[src/design/mer_pkg.sv]
// Package for the midpoint ellipse rasterizer.
// Holds default sizes, command codes, state and opcode types, and the
// command and status structs between controller and datapath.
package mer_pkg;

  localparam int DEF_RADIUS_BITS = 11;
  localparam int DEF_COORD_BITS  = 16;

  localparam logic CMD_START = 1'b0;
  localparam logic CMD_STEP  = 1'b1;

  typedef enum logic [3:0] {
    ST_IDLE,
    ST_SQ_RX,
    ST_SQ_RY,
    ST_SLOPE,
    ST_INIT,
    ST_E_AA,
    ST_E_RYA,
    ST_E_BB,
    ST_E_RXB,
    ST_E_RXRY,
    ST_E_DONE
  } mer_state_t;

  typedef enum logic [3:0] {
    MUL_NONE,
    MUL_RX_RX,
    MUL_RY_RY,
    MUL_RX2_RY,
    MUL_A_A,
    MUL_RY2_P,
    MUL_B_B,
    MUL_RX2_P,
    MUL_RX2_RY2
  } mer_mul_t;

  typedef enum logic [2:0] {
    OP_NONE,
    OP_SAVE_RX2,
    OP_SAVE_RY2,
    OP_INIT,
    OP_DEC_LOAD,
    OP_DEC_ADD,
    OP_DEC_SUB
  } mer_op_t;

  typedef struct packed {
    logic     take_start;
    logic     take_step;
    mer_mul_t mul_sel;
    mer_op_t  op;
  } mer_cmd_t;

  typedef struct packed {
    logic enter_two;
    logic out_free;
  } mer_status_t;

endpackage

[src/design/mer_item_if.sv]
// Input channel of the ellipse rasterizer: one command word per handshake.
// Stands alone; sizes come in as parameters.
interface mer_item_if #(
  parameter int RADIUS_BITS = 11,
  parameter int COORD_BITS  = 16
);
  logic                           valid;
  logic                           ready;
  logic                           cmd;
  logic signed [COORD_BITS-2:0]   center_x;
  logic signed [COORD_BITS-2:0]   center_y;
  logic        [RADIUS_BITS-1:0]  radius_x;
  logic        [RADIUS_BITS-1:0]  radius_y;

  modport source (output valid, cmd, center_x, center_y, radius_x, radius_y,
                  input ready);
  modport sink (input valid, cmd, center_x, center_y, radius_x, radius_y,
                output ready);
endinterface

[src/design/mer_point_if.sv]
// Output channel of the ellipse rasterizer: one symmetric point set per word.
// Stands alone; the coordinate width comes in as a parameter.
interface mer_point_if #(
  parameter int COORD_BITS = 16
);
  logic                         valid;
  logic                         ready;
  logic signed [COORD_BITS-1:0] x_right;
  logic signed [COORD_BITS-1:0] x_left;
  logic signed [COORD_BITS-1:0] y_top;
  logic signed [COORD_BITS-1:0] y_bottom;
  logic                         last;

  modport source (output valid, x_right, x_left, y_top, y_bottom, last,
                  input ready);
  modport sink (input valid, x_right, x_left, y_top, y_bottom, last,
                output ready);
endinterface

[src/design/midpoint_ellipse_rasterizer.sv]
// Top level of the midpoint ellipse rasterizer: controller plus datapath.
// Depends on mer_pkg, mer_item_if, mer_point_if, mer_ctrl and mer_dpath.
//
//   channel | dir | word contents
//   item    | in  | cmd, center_x, center_y, radius_x, radius_y
//   point   | out | x_right, x_left, y_top, y_bottom, last
//
// A step word's point set appears in the output register on the next cycle.
// A start word runs setup states SQ_RX, SQ_RY, SLOPE and INIT, the squares
// and the initial decision term going through the single shared multiplier
// one product per cycle. When a step, or a start with a zero semi-axis,
// reaches region two, ready stays low as the controller sees the switch and
// forms the region-two decision term in E_AA to E_DONE, all but E_DONE products.
// Reset clears the controller, the in-progress flags and the output valid.
// Input ready drops while the output register holds a word not yet taken.
module midpoint_ellipse_rasterizer
  import mer_pkg::*;
#(
  parameter int RADIUS_BITS = DEF_RADIUS_BITS,
  parameter int COORD_BITS  = DEF_COORD_BITS
) (
  input  logic       clk,
  input  logic       rst,
  mer_item_if.sink   item,
  mer_point_if.source point
);

  mer_cmd_t    cmd;
  mer_status_t status;
  logic        ready;

  assign item.ready = ready;

  mer_ctrl u_ctrl (
    .clk        (clk),
    .rst        (rst),
    .item_valid (item.valid),
    .item_cmd   (item.cmd),
    .status     (status),
    .ready      (ready),
    .cmd        (cmd)
  );

  mer_dpath #(
    .RADIUS_BITS (RADIUS_BITS),
    .COORD_BITS  (COORD_BITS)
  ) u_dpath (
    .clk           (clk),
    .rst           (rst),
    .cmd           (cmd),
    .status        (status),
    .item_center_x (item.center_x),
    .item_center_y (item.center_y),
    .item_radius_x (item.radius_x),
    .item_radius_y (item.radius_y),
    .point_valid   (point.valid),
    .point_ready   (point.ready),
    .x_right       (point.x_right),
    .x_left        (point.x_left),
    .y_top         (point.y_top),
    .y_bottom      (point.y_bottom),
    .last          (point.last)
  );

endmodule

[src/design/mer_ctrl.sv]
// Controller of the ellipse rasterizer: sequences the shared multiplier for
// setup and for the region switch. Depends on mer_pkg.
module mer_ctrl
  import mer_pkg::*;
(
  input  logic        clk,
  input  logic        rst,
  input  logic        item_valid,
  input  logic        item_cmd,
  input  mer_status_t status,
  output logic        ready,
  output mer_cmd_t    cmd
);

  mer_state_t state;
  mer_state_t state_next;
  logic       accept;

  assign accept = item_valid && ready;

  always_ff @(posedge clk) begin
    if (rst) begin
      state <= ST_IDLE;
    end else begin
      state <= state_next;
    end
  end

  always_comb begin
    state_next = state;
    unique case (state)
      ST_IDLE: begin
        if (accept && item_cmd == CMD_START) begin
          state_next = ST_SQ_RX;
        end else if (status.enter_two) begin
          state_next = ST_E_AA;
        end
      end
      ST_SQ_RX:  state_next = ST_SQ_RY;
      ST_SQ_RY:  state_next = ST_SLOPE;
      ST_SLOPE:  state_next = ST_INIT;
      ST_INIT:   state_next = ST_IDLE;
      ST_E_AA:   state_next = ST_E_RYA;
      ST_E_RYA:  state_next = ST_E_BB;
      ST_E_BB:   state_next = ST_E_RXB;
      ST_E_RXB:  state_next = ST_E_RXRY;
      ST_E_RXRY: state_next = ST_E_DONE;
      ST_E_DONE: state_next = ST_IDLE;
      default:   state_next = ST_IDLE;
    endcase
  end

  always_comb begin
    ready          = 1'b0;
    cmd.take_start = 1'b0;
    cmd.take_step  = 1'b0;
    cmd.mul_sel    = MUL_NONE;
    cmd.op         = OP_NONE;
    unique case (state)
      ST_IDLE: begin
        ready          = !status.enter_two && status.out_free;
        cmd.take_start = item_valid && ready && item_cmd == CMD_START;
        cmd.take_step  = item_valid && ready && item_cmd == CMD_STEP;
      end
      ST_SQ_RX: cmd.mul_sel = MUL_RX_RX;
      ST_SQ_RY: begin
        cmd.mul_sel = MUL_RY_RY;
        cmd.op      = OP_SAVE_RX2;
      end
      ST_SLOPE: begin
        cmd.mul_sel = MUL_RX2_RY;
        cmd.op      = OP_SAVE_RY2;
      end
      ST_INIT:  cmd.op = OP_INIT;
      ST_E_AA:  cmd.mul_sel = MUL_A_A;
      ST_E_RYA: cmd.mul_sel = MUL_RY2_P;
      ST_E_BB: begin
        cmd.mul_sel = MUL_B_B;
        cmd.op      = OP_DEC_LOAD;
      end
      ST_E_RXB: cmd.mul_sel = MUL_RX2_P;
      ST_E_RXRY: begin
        cmd.mul_sel = MUL_RX2_RY2;
        cmd.op      = OP_DEC_ADD;
      end
      ST_E_DONE: cmd.op = OP_DEC_SUB;
      default: begin
        ready = 1'b0;
      end
    endcase
  end

  a_start_seq: assert property (@(posedge clk) disable iff (rst)
    cmd.take_start |=> state == ST_SQ_RX)
    else $error("start did not enter the setup sequence");

  a_switch_once: assert property (@(posedge clk) disable iff (rst)
    state == ST_E_DONE |=> !status.enter_two)
    else $error("region switch requested again after it completed");

endmodule

[src/design/mer_dpath.sv]
// Datapath of the ellipse rasterizer: position, slope and decision registers,
// one shared multiplier and the output word register. Depends on mer_pkg.
module mer_dpath
  import mer_pkg::*;
#(
  parameter int RADIUS_BITS = DEF_RADIUS_BITS,
  parameter int COORD_BITS  = DEF_COORD_BITS
) (
  input  logic                          clk,
  input  logic                          rst,
  input  mer_cmd_t                      cmd,
  output mer_status_t                   status,
  input  logic signed [COORD_BITS-2:0]  item_center_x,
  input  logic signed [COORD_BITS-2:0]  item_center_y,
  input  logic        [RADIUS_BITS-1:0] item_radius_x,
  input  logic        [RADIUS_BITS-1:0] item_radius_y,
  output logic                          point_valid,
  input  logic                          point_ready,
  output logic signed [COORD_BITS-1:0]  x_right,
  output logic signed [COORD_BITS-1:0]  x_left,
  output logic signed [COORD_BITS-1:0]  y_top,
  output logic signed [COORD_BITS-1:0]  y_bottom,
  output logic                          last
);

  localparam int SQW = 2 * RADIUS_BITS;
  localparam int OXW = RADIUS_BITS + 1;
  localparam int OYW = RADIUS_BITS + 2;
  localparam int STW = 3 * RADIUS_BITS + 3;
  localparam int MW  = 2 * RADIUS_BITS + 4;
  localparam int DW  = 2 * MW;
  localparam int SW  = ((COORD_BITS > OYW) ? COORD_BITS : OYW) + 1;

  logic                  active;
  logic                  in_region_two;
  logic [COORD_BITS-2:0] center_x;
  logic [COORD_BITS-2:0] center_y;
  logic [RADIUS_BITS-1:0] rad_x;
  logic [RADIUS_BITS-1:0] rad_y;
  logic [SQW-1:0]        rx2;
  logic [SQW-1:0]        ry2;
  logic [OXW-1:0]        offset_x;
  logic [OYW-1:0]        offset_y;
  logic [STW-1:0]        slope_x;
  logic [STW-1:0]        slope_y;
  logic [DW-1:0]         decision;
  logic [DW-1:0]         prod;

  logic [MW-1:0]   mul_a;
  logic [MW-1:0]   mul_b;
  logic [OYW-1:0]  b_val;
  logic [OYW-1:0]  b_mag;
  logic [STW-1:0]  sx_add;
  logic [STW-1:0]  sy_sub;
  logic [DW-1:0]   sx_ext;
  logic [DW-1:0]   sy_ext;
  logic [DW-1:0]   rx2_ext;
  logic [DW-1:0]   ry2_ext;
  logic [DW-1:0]   dec_inc;
  logic [OXW-1:0]  offset_x_next;
  logic [OYW-1:0]  offset_y_next;
  logic [STW-1:0]  slope_x_next;
  logic [STW-1:0]  slope_y_next;
  logic [DW-1:0]   decision_next;
  logic [SW-1:0]   cx_ext;
  logic [SW-1:0]   cy_ext;
  logic [SW-1:0]   ox_ext;
  logic [SW-1:0]   oy_ext;
  logic [SW-1:0]   sum_xr;
  logic [SW-1:0]   sum_xl;
  logic [SW-1:0]   sum_yt;
  logic [SW-1:0]   sum_yb;
  logic            step_live;

  assign step_live = cmd.take_step && active;

  assign status.enter_two = active && !in_region_two && !(slope_x < slope_y);
  assign status.out_free  = !point_valid || point_ready;

  assign b_val = offset_y - OYW'(1);
  assign b_mag = b_val[OYW-1] ? (~b_val + OYW'(1)) : b_val;

  always_comb begin
    mul_a = '0;
    mul_b = '0;
    unique case (cmd.mul_sel)
      MUL_NONE: begin
        mul_a = '0;
        mul_b = '0;
      end
      MUL_RX_RX: begin
        mul_a = MW'(rad_x);
        mul_b = MW'(rad_x);
      end
      MUL_RY_RY: begin
        mul_a = MW'(rad_y);
        mul_b = MW'(rad_y);
      end
      MUL_RX2_RY: begin
        mul_a = MW'(rx2);
        mul_b = MW'(rad_y);
      end
      MUL_A_A: begin
        mul_a = MW'({offset_x, 1'b1});
        mul_b = MW'({offset_x, 1'b1});
      end
      MUL_RY2_P: begin
        mul_a = MW'(ry2);
        mul_b = prod[MW-1:0];
      end
      MUL_B_B: begin
        mul_a = MW'(b_mag);
        mul_b = MW'(b_mag);
      end
      MUL_RX2_P: begin
        mul_a = MW'(rx2);
        mul_b = prod[MW-1:0];
      end
      MUL_RX2_RY2: begin
        mul_a = MW'(rx2);
        mul_b = MW'(ry2);
      end
      default: begin
        mul_a = '0;
        mul_b = '0;
      end
    endcase
  end

  assign sx_add  = slope_x + STW'({ry2, 1'b0});
  assign sy_sub  = slope_y - STW'({rx2, 1'b0});
  assign sx_ext  = {{(DW-STW){sx_add[STW-1]}}, sx_add};
  assign sy_ext  = {{(DW-STW){sy_sub[STW-1]}}, sy_sub};
  assign rx2_ext = DW'(rx2);
  assign ry2_ext = DW'(ry2);

  always_comb begin
    offset_x_next = offset_x;
    offset_y_next = offset_y;
    slope_x_next  = slope_x;
    slope_y_next  = slope_y;
    dec_inc       = '0;
    if (!in_region_two) begin
      offset_x_next = offset_x + OXW'(1);
      slope_x_next  = sx_add;
      if (decision[DW-1]) begin
        dec_inc = sx_ext + ry2_ext;
      end else begin
        offset_y_next = b_val;
        slope_y_next  = sy_sub;
        dec_inc       = sx_ext - sy_ext + ry2_ext;
      end
    end else begin
      offset_y_next = b_val;
      slope_y_next  = sy_sub;
      if (!decision[DW-1] && decision != '0) begin
        dec_inc = rx2_ext - sy_ext;
      end else begin
        offset_x_next = offset_x + OXW'(1);
        slope_x_next  = sx_add;
        dec_inc       = sx_ext - sy_ext + rx2_ext;
      end
    end
    decision_next = decision + {dec_inc[DW-3:0], 2'b00};
  end

  assign cx_ext = {{(SW-COORD_BITS+1){center_x[COORD_BITS-2]}}, center_x};
  assign cy_ext = {{(SW-COORD_BITS+1){center_y[COORD_BITS-2]}}, center_y};
  assign ox_ext = SW'(offset_x);
  assign oy_ext = {{(SW-OYW){offset_y[OYW-1]}}, offset_y};
  assign sum_xr = cx_ext + ox_ext;
  assign sum_xl = cx_ext - ox_ext;
  assign sum_yt = cy_ext + oy_ext;
  assign sum_yb = cy_ext - oy_ext;

  always_ff @(posedge clk) begin
    if (rst) begin
      active        <= 1'b0;
      in_region_two <= 1'b0;
      point_valid   <= 1'b0;
    end else begin
      if (cmd.take_start) begin
        active        <= 1'b1;
        in_region_two <= 1'b0;
      end else if (step_live) begin
        active <= !(in_region_two && offset_y == '0);
      end else if (cmd.op == OP_DEC_SUB) begin
        in_region_two <= 1'b1;
      end
      if (step_live) begin
        point_valid <= 1'b1;
      end else if (point_ready) begin
        point_valid <= 1'b0;
      end
    end
  end

  always_ff @(posedge clk) begin
    if (cmd.mul_sel != MUL_NONE) begin
      prod <= DW'(mul_a) * DW'(mul_b);
    end
    if (step_live) begin
      x_right  <= sum_xr[COORD_BITS-1:0];
      x_left   <= sum_xl[COORD_BITS-1:0];
      y_top    <= sum_yt[COORD_BITS-1:0];
      y_bottom <= sum_yb[COORD_BITS-1:0];
      last     <= in_region_two && offset_y == '0;
    end
    if (cmd.take_start) begin
      center_x <= item_center_x;
      center_y <= item_center_y;
      rad_x    <= item_radius_x;
      rad_y    <= item_radius_y;
      offset_x <= '0;
      offset_y <= OYW'(item_radius_y);
      slope_x  <= '0;
    end else if (step_live) begin
      offset_x <= offset_x_next;
      offset_y <= offset_y_next;
      slope_x  <= slope_x_next;
      slope_y  <= slope_y_next;
      decision <= decision_next;
    end else begin
      case (cmd.op)
        OP_SAVE_RX2: rx2 <= prod[SQW-1:0];
        OP_SAVE_RY2: ry2 <= prod[SQW-1:0];
        OP_INIT: begin
          slope_y  <= {prod[STW-2:0], 1'b0};
          decision <= {ry2_ext[DW-3:0], 2'b00} - {prod[DW-3:0], 2'b00} + rx2_ext;
        end
        OP_DEC_LOAD: decision <= prod;
        OP_DEC_ADD:  decision <= decision + {prod[DW-3:0], 2'b00};
        OP_DEC_SUB:  decision <= decision - {prod[DW-3:0], 2'b00};
        default: begin
          decision <= decision;
        end
      endcase
    end
  end

  a_step_word: assert property (@(posedge clk) disable iff (rst)
    step_live |=> point_valid)
    else $error("step on a live ellipse produced no word");

  a_region_hold: assert property (@(posedge clk) disable iff (rst)
    $fell(in_region_two) |-> $past(cmd.take_start) || $past(rst))
    else $error("region two left without a start");

  a_offset_floor: assert property (@(posedge clk) disable iff (rst)
    active && offset_y[OYW-1] |-> offset_y == '1)
    else $error("vertical offset went below minus one on a live ellipse");

endmodule

[src/flat_wrapper.sv]
// flat-port wrapper written by rule: the top's interface ports become plain ports
module midpoint_ellipse_rasterizer_flat import mer_pkg::*;
#(
  parameter int RADIUS_BITS = DEF_RADIUS_BITS,
  parameter int COORD_BITS  = DEF_COORD_BITS
)
  (clk, rst, item_valid, item_cmd, item_center_x, item_center_y, item_radius_x, item_radius_y, item_ready, point_valid, point_x_right, point_x_left, point_y_top, point_y_bottom, point_last, point_ready);
  mer_item_if #(.RADIUS_BITS(RADIUS_BITS), .COORD_BITS(COORD_BITS)) item_i ();
  mer_point_if #(.COORD_BITS(COORD_BITS)) point_i ();
  input  logic clk;
  input  logic rst;
  input wire logic [$bits(item_i.valid)-1:0] item_valid;
  input wire logic [$bits(item_i.cmd)-1:0] item_cmd;
  input wire logic [$bits(item_i.center_x)-1:0] item_center_x;
  input wire logic [$bits(item_i.center_y)-1:0] item_center_y;
  input wire logic [$bits(item_i.radius_x)-1:0] item_radius_x;
  input wire logic [$bits(item_i.radius_y)-1:0] item_radius_y;
  output wire logic [$bits(item_i.ready)-1:0] item_ready;
  output wire logic [$bits(point_i.valid)-1:0] point_valid;
  output wire logic [$bits(point_i.x_right)-1:0] point_x_right;
  output wire logic [$bits(point_i.x_left)-1:0] point_x_left;
  output wire logic [$bits(point_i.y_top)-1:0] point_y_top;
  output wire logic [$bits(point_i.y_bottom)-1:0] point_y_bottom;
  output wire logic [$bits(point_i.last)-1:0] point_last;
  input wire logic [$bits(point_i.ready)-1:0] point_ready;
  assign item_i.valid = item_valid;
  assign item_i.cmd = item_cmd;
  assign item_i.center_x = item_center_x;
  assign item_i.center_y = item_center_y;
  assign item_i.radius_x = item_radius_x;
  assign item_i.radius_y = item_radius_y;
  assign item_ready = item_i.ready;
  assign point_valid = point_i.valid;
  assign point_x_right = point_i.x_right;
  assign point_x_left = point_i.x_left;
  assign point_y_top = point_i.y_top;
  assign point_y_bottom = point_i.y_bottom;
  assign point_last = point_i.last;
  assign point_i.ready = point_ready;
  midpoint_ellipse_rasterizer #(.RADIUS_BITS(RADIUS_BITS), .COORD_BITS(COORD_BITS)) u_core (.clk(clk), .rst(rst), .item(item_i), .point(point_i));
endmodule
[config.mk]
export PLATFORM = sky130hd
export DESIGN_NAME = midpoint_ellipse_rasterizer_flat
export DESIGN_NICKNAME = d
export VERILOG_FILES = /design/src/design/mer_pkg.sv /design/src/design/mer_item_if.sv /design/src/design/mer_point_if.sv /design/src/design/midpoint_ellipse_rasterizer.sv /design/src/design/mer_ctrl.sv /design/src/design/mer_dpath.sv /design/src/flat_wrapper.sv
export SDC_FILE = /design/constraint.sdc
export NUM_CORES = 2
export LEC_CHECK = 0
export BUFFER_PORTS_ARGS = -buffer_cell sky130_fd_sc_hd__buf_4
export CAP_MARGIN = 20
export CORE_MARGIN = 2
export CORE_UTILIZATION = 40
export DETAILED_ROUTE_END_ITERATION = 10
export PLACE_DENSITY = 0.54
export SYNTH_ARGS = -nofsm -noshare
export SYNTH_HDL_FRONTEND = slang
export SYNTH_HIERARCHICAL = 1
export SYNTH_SLANG_ARGS = --single-unit
[constraint.sdc]
create_clock -name clk -period 21.3 [get_ports clk]
set_input_delay 1.065 -clock clk [delete_from_list [all_inputs] [get_ports clk]]
set_output_delay 1.065 -clock clk [all_outputs]
set_load 0.02 [all_outputs]
==> results.yml <==
clocking:
  cts.hold.buffers_added: 0
  clkLatencyLatePin_ns: 0.67
  numCtsBuffers: 49
  cts_resized: 0
  cts_tree: "built"
  cts.clk_slew.worst_paths_ns: 0.06
  root_buffer: "clkbuf_16"
  cts.path.max_buffers: 3
  cts_max_level: 2
  cts_setup_buffers: 0
  cts_sinks: 364
worst_setup_path:
  crit_fanout: 33
  critical_path_class: "reg2reg"
  crit_path_end_kind: "flip-flop"
  worst_ep_required_time_ns: 21.70
  cp_slowest_stage_delay_ns: 0.89
  setup.worst_path.start_class: "flip-flop"
  critPathSlowestCell: "nor3_2"
  crit_arrival_ns: 12.59
  cpMostUsedCell: "fa_1"
logic_synthesis:
  async_flop_share_pct: 0
  syn_nets: 7649
  syn_inst: 6527
  ys_types: 108
  synth_edf_count: 308
  synth.cell_area_um2: 55400
  avgSynthCellArea_um2: 8.48
  ys_seq_area_share_pct: 18.7
  yosysWarnings: 6
  ys.flop_type: "edfxtp_1"
  ys_ff_latch: 364
placed_design:
  io_buffers: 123
  hpwl_um: 161000
  gp_congestion: 0.978
  dp_slack_ns: 9.27
cells_and_area:
  fill_cells: 13820
  post-route-util_pct: 43.7
  layout-drive-gt1-share_pct: 6.09
  final_nets: 7665
  area_growth_syn_to_layout_pct: 8.64
  antenna_cells: 0
route:
  drtPass1Iterations: 9
  avgViaCountPerCell: 5.86
  postRouteWirelength_um: 201000
  wl_per_cell_um: 24.0
  vias: 49112
  route.detailed.drc: 0
  ant_nets: 0
  drt_iter0_markers: 4735
status:
  status: "complete, no violations"
sta:
  setup_viol: 0
  maxSlewHeadroom_pct: 21.6
  rsz0062_at_grt: "no"
  setup_slack_ns: 9.12
  fin_worst_skew_ns: 0.0288
  drv_slew: 0
  max_freq_ghz: 0.0821
  hold_viol_final: 0
  max_slew.worst_pin.slew_ns: 1.18
  period_needed_ns: 12.18
  fin_crit_sh_pct: 57.2
  setup_tns_ns: 0
power_and_ir_drop:
  power_density_nw_per_um2: 155
  p_total_mw: 9.32
  p_leak_nw: 27.0
  vdd_drop_max_mv: 0.0842
global_route:
  grt_pass1_wl_um: 301000
  grt_use_total_pct: 28.0
  grt_pass1_vias: 48269
  grt_max_degree: 132
  grt_overflow: 0
  antenna_found_initial: 3
floorplan:
  dieWidth_um: 376
  pin_count: 124
  start_util_pct: 40.3
  core_area_um2: 137000
  rows: 136
  dieArea_um2: 141000
  die_h_um: 376
job:
  cap_violations: 0
worst_hold_path:
  hp-class: "reg2reg"
[final timing paths]
kind / slack, ns / endpoint / start / cells after the start
setup / recovery: 9.12 / u_core/u_dpath/prod[50]$_DFFE_PP_ / u_core/u_ctrl/state[0]$_SDFFE_PP0P_ / 34
hold reg to reg: 0.48 / u_core/u_dpath/slope_x[12]$_SDFFE_PP0P_ / u_core/u_dpath/slope_x[12]$_SDFFE_PP0P_ / 2
setup reg to reg: 9.12 / u_core/u_dpath/prod[50]$_DFFE_PP_ / u_core/u_ctrl/state[0]$_SDFFE_PP0P_ / 34
hold / removal: 0.48 / u_core/u_dpath/slope_x[12]$_SDFFE_PP0P_ / u_core/u_dpath/slope_x[12]$_SDFFE_PP0P_ / 2
[layout make-up]
class                      instances  area (um2)  share of cell area, %
inverter                         813        3050                   5.08
timing repair buffer             229        1730                   2.88
sequential                       364       10400                   17.2
multi-input combinational       5086       41000                   68.2
tap                             1794        2240                   3.73
clock inverter                    37         483                  0.803
clock buffer                      51        1230                   2.05
[flip-flops by register name, indices dropped and copies added (netlist names)]
signal                        cells
u_core/u_ctrl/state               4
u_core/u_dpath/active             1
u_core/u_dpath/center_x          15
u_core/u_dpath/center_y          15
u_core/u_dpath/decision          52
u_core/u_dpath/in_region_two      1
u_core/u_dpath/last               1
u_core/u_dpath/offset_x          12
u_core/u_dpath/offset_y          13
u_core/u_dpath/point_valid        1
u_core/u_dpath/prod              51
u_core/u_dpath/rad_x             11
u_core/u_dpath/rad_y             11
u_core/u_dpath/rx2               22
u_core/u_dpath/ry2               22
u_core/u_dpath/slope_x           35
u_core/u_dpath/slope_y           35
u_core/u_dpath/x_left            15
u_core/u_dpath/x_right           16
u_core/u_dpath/y_bottom          15
u_core/u_dpath/y_top             16
[cell usage in the layout, fill, tap and decap left out, drive strengths merged, types with 53 or more instances in the layout]
cell / n
a31oi: 65
a222oi: 53
edfxtp: 308
o21a: 56
a211oi: 54
inv: 813
fa: 512
o21bai: 56
nand2b: 68
nand3: 110
xnor2: 333
nand2: 728
dfxtp: 56
nor2: 547
a21oi: 466
buf: 228
o21ai: 316
and3: 55
a21o: 184
xor2: 148
nor3: 87
ha: 553
[per-layer routing]
layer,wire (um),up-vias,global-route usage [%]
li1,-,22563,-
met1,90400,24174,40.4
met2,85900,2047,42.7
met3,17400,328,4.52
met4,7300,0,9.32
met5,0,-,0
[metrics by stage]
step / hold WS, ns / instances / instance area (um2)
global route: 0.499 / 8374 / 60200
finish: 0.479 / 8374 / 60200
floorplan: 0.443 / 6527 / 55400
global placement: 0.465 / 8284 / 58400
CTS: 0.482 / 8373 / 60100
detailed placement: 0.473 / 8285 / 58400
[critical path: cells and delay by family (launching register included)]
family                   cells  cell delay (ns)
buffers and inverters        6             0.35
adder cells (fa/ha/maj)      8             3.85
flip-flops                   1             0.57
AO/OA/AOI/OAI               14             4.01
AND/OR/NAND/NOR              6             3.13
[synthesized netlist by cell type (148+ instances only)]
master | count | area share, %
edfxtp_1 | 308 | 17
xnor2_1 | 330 | 5.2
fa_1 | 512 | 19
ha_1 | 553 | 12
nand2_1 | 728 | 4.9
a21oi_1 | 464 | 4.2
nor2_1 | 547 | 3.7
o21ai_0 | 307 | 2.8
a21o_1 | 184 | 2.5
clkbuf_1 | 229 | 1.6
xor2_1 | 148 | 2.3
inv_1 | 810 | 5.5
[where the power goes]
group	internal [mW]	switching (mW)
combinational	2.76	4.43
clock	0.523	0.374
sequential	1.01	0.225
[cells by family (layout without fill, tap and decap cells)]
family / Yosys count / in the layout / share of synthesized area, %
simple gates: 1928 / 1928 / 15.9
compound gates: 1588 / 1588 / 18.8
buf+inv: 1077 / 1130 / 7.38
flops: 364 / 364 / 18.7
mux: 24 / 24 / 0.445
fa+ha+maj: 1065 / 1065 / 31.0
xor+xnor: 481 / 481 / 7.65
Note: power is estimated with default switching activity, not from simulation.
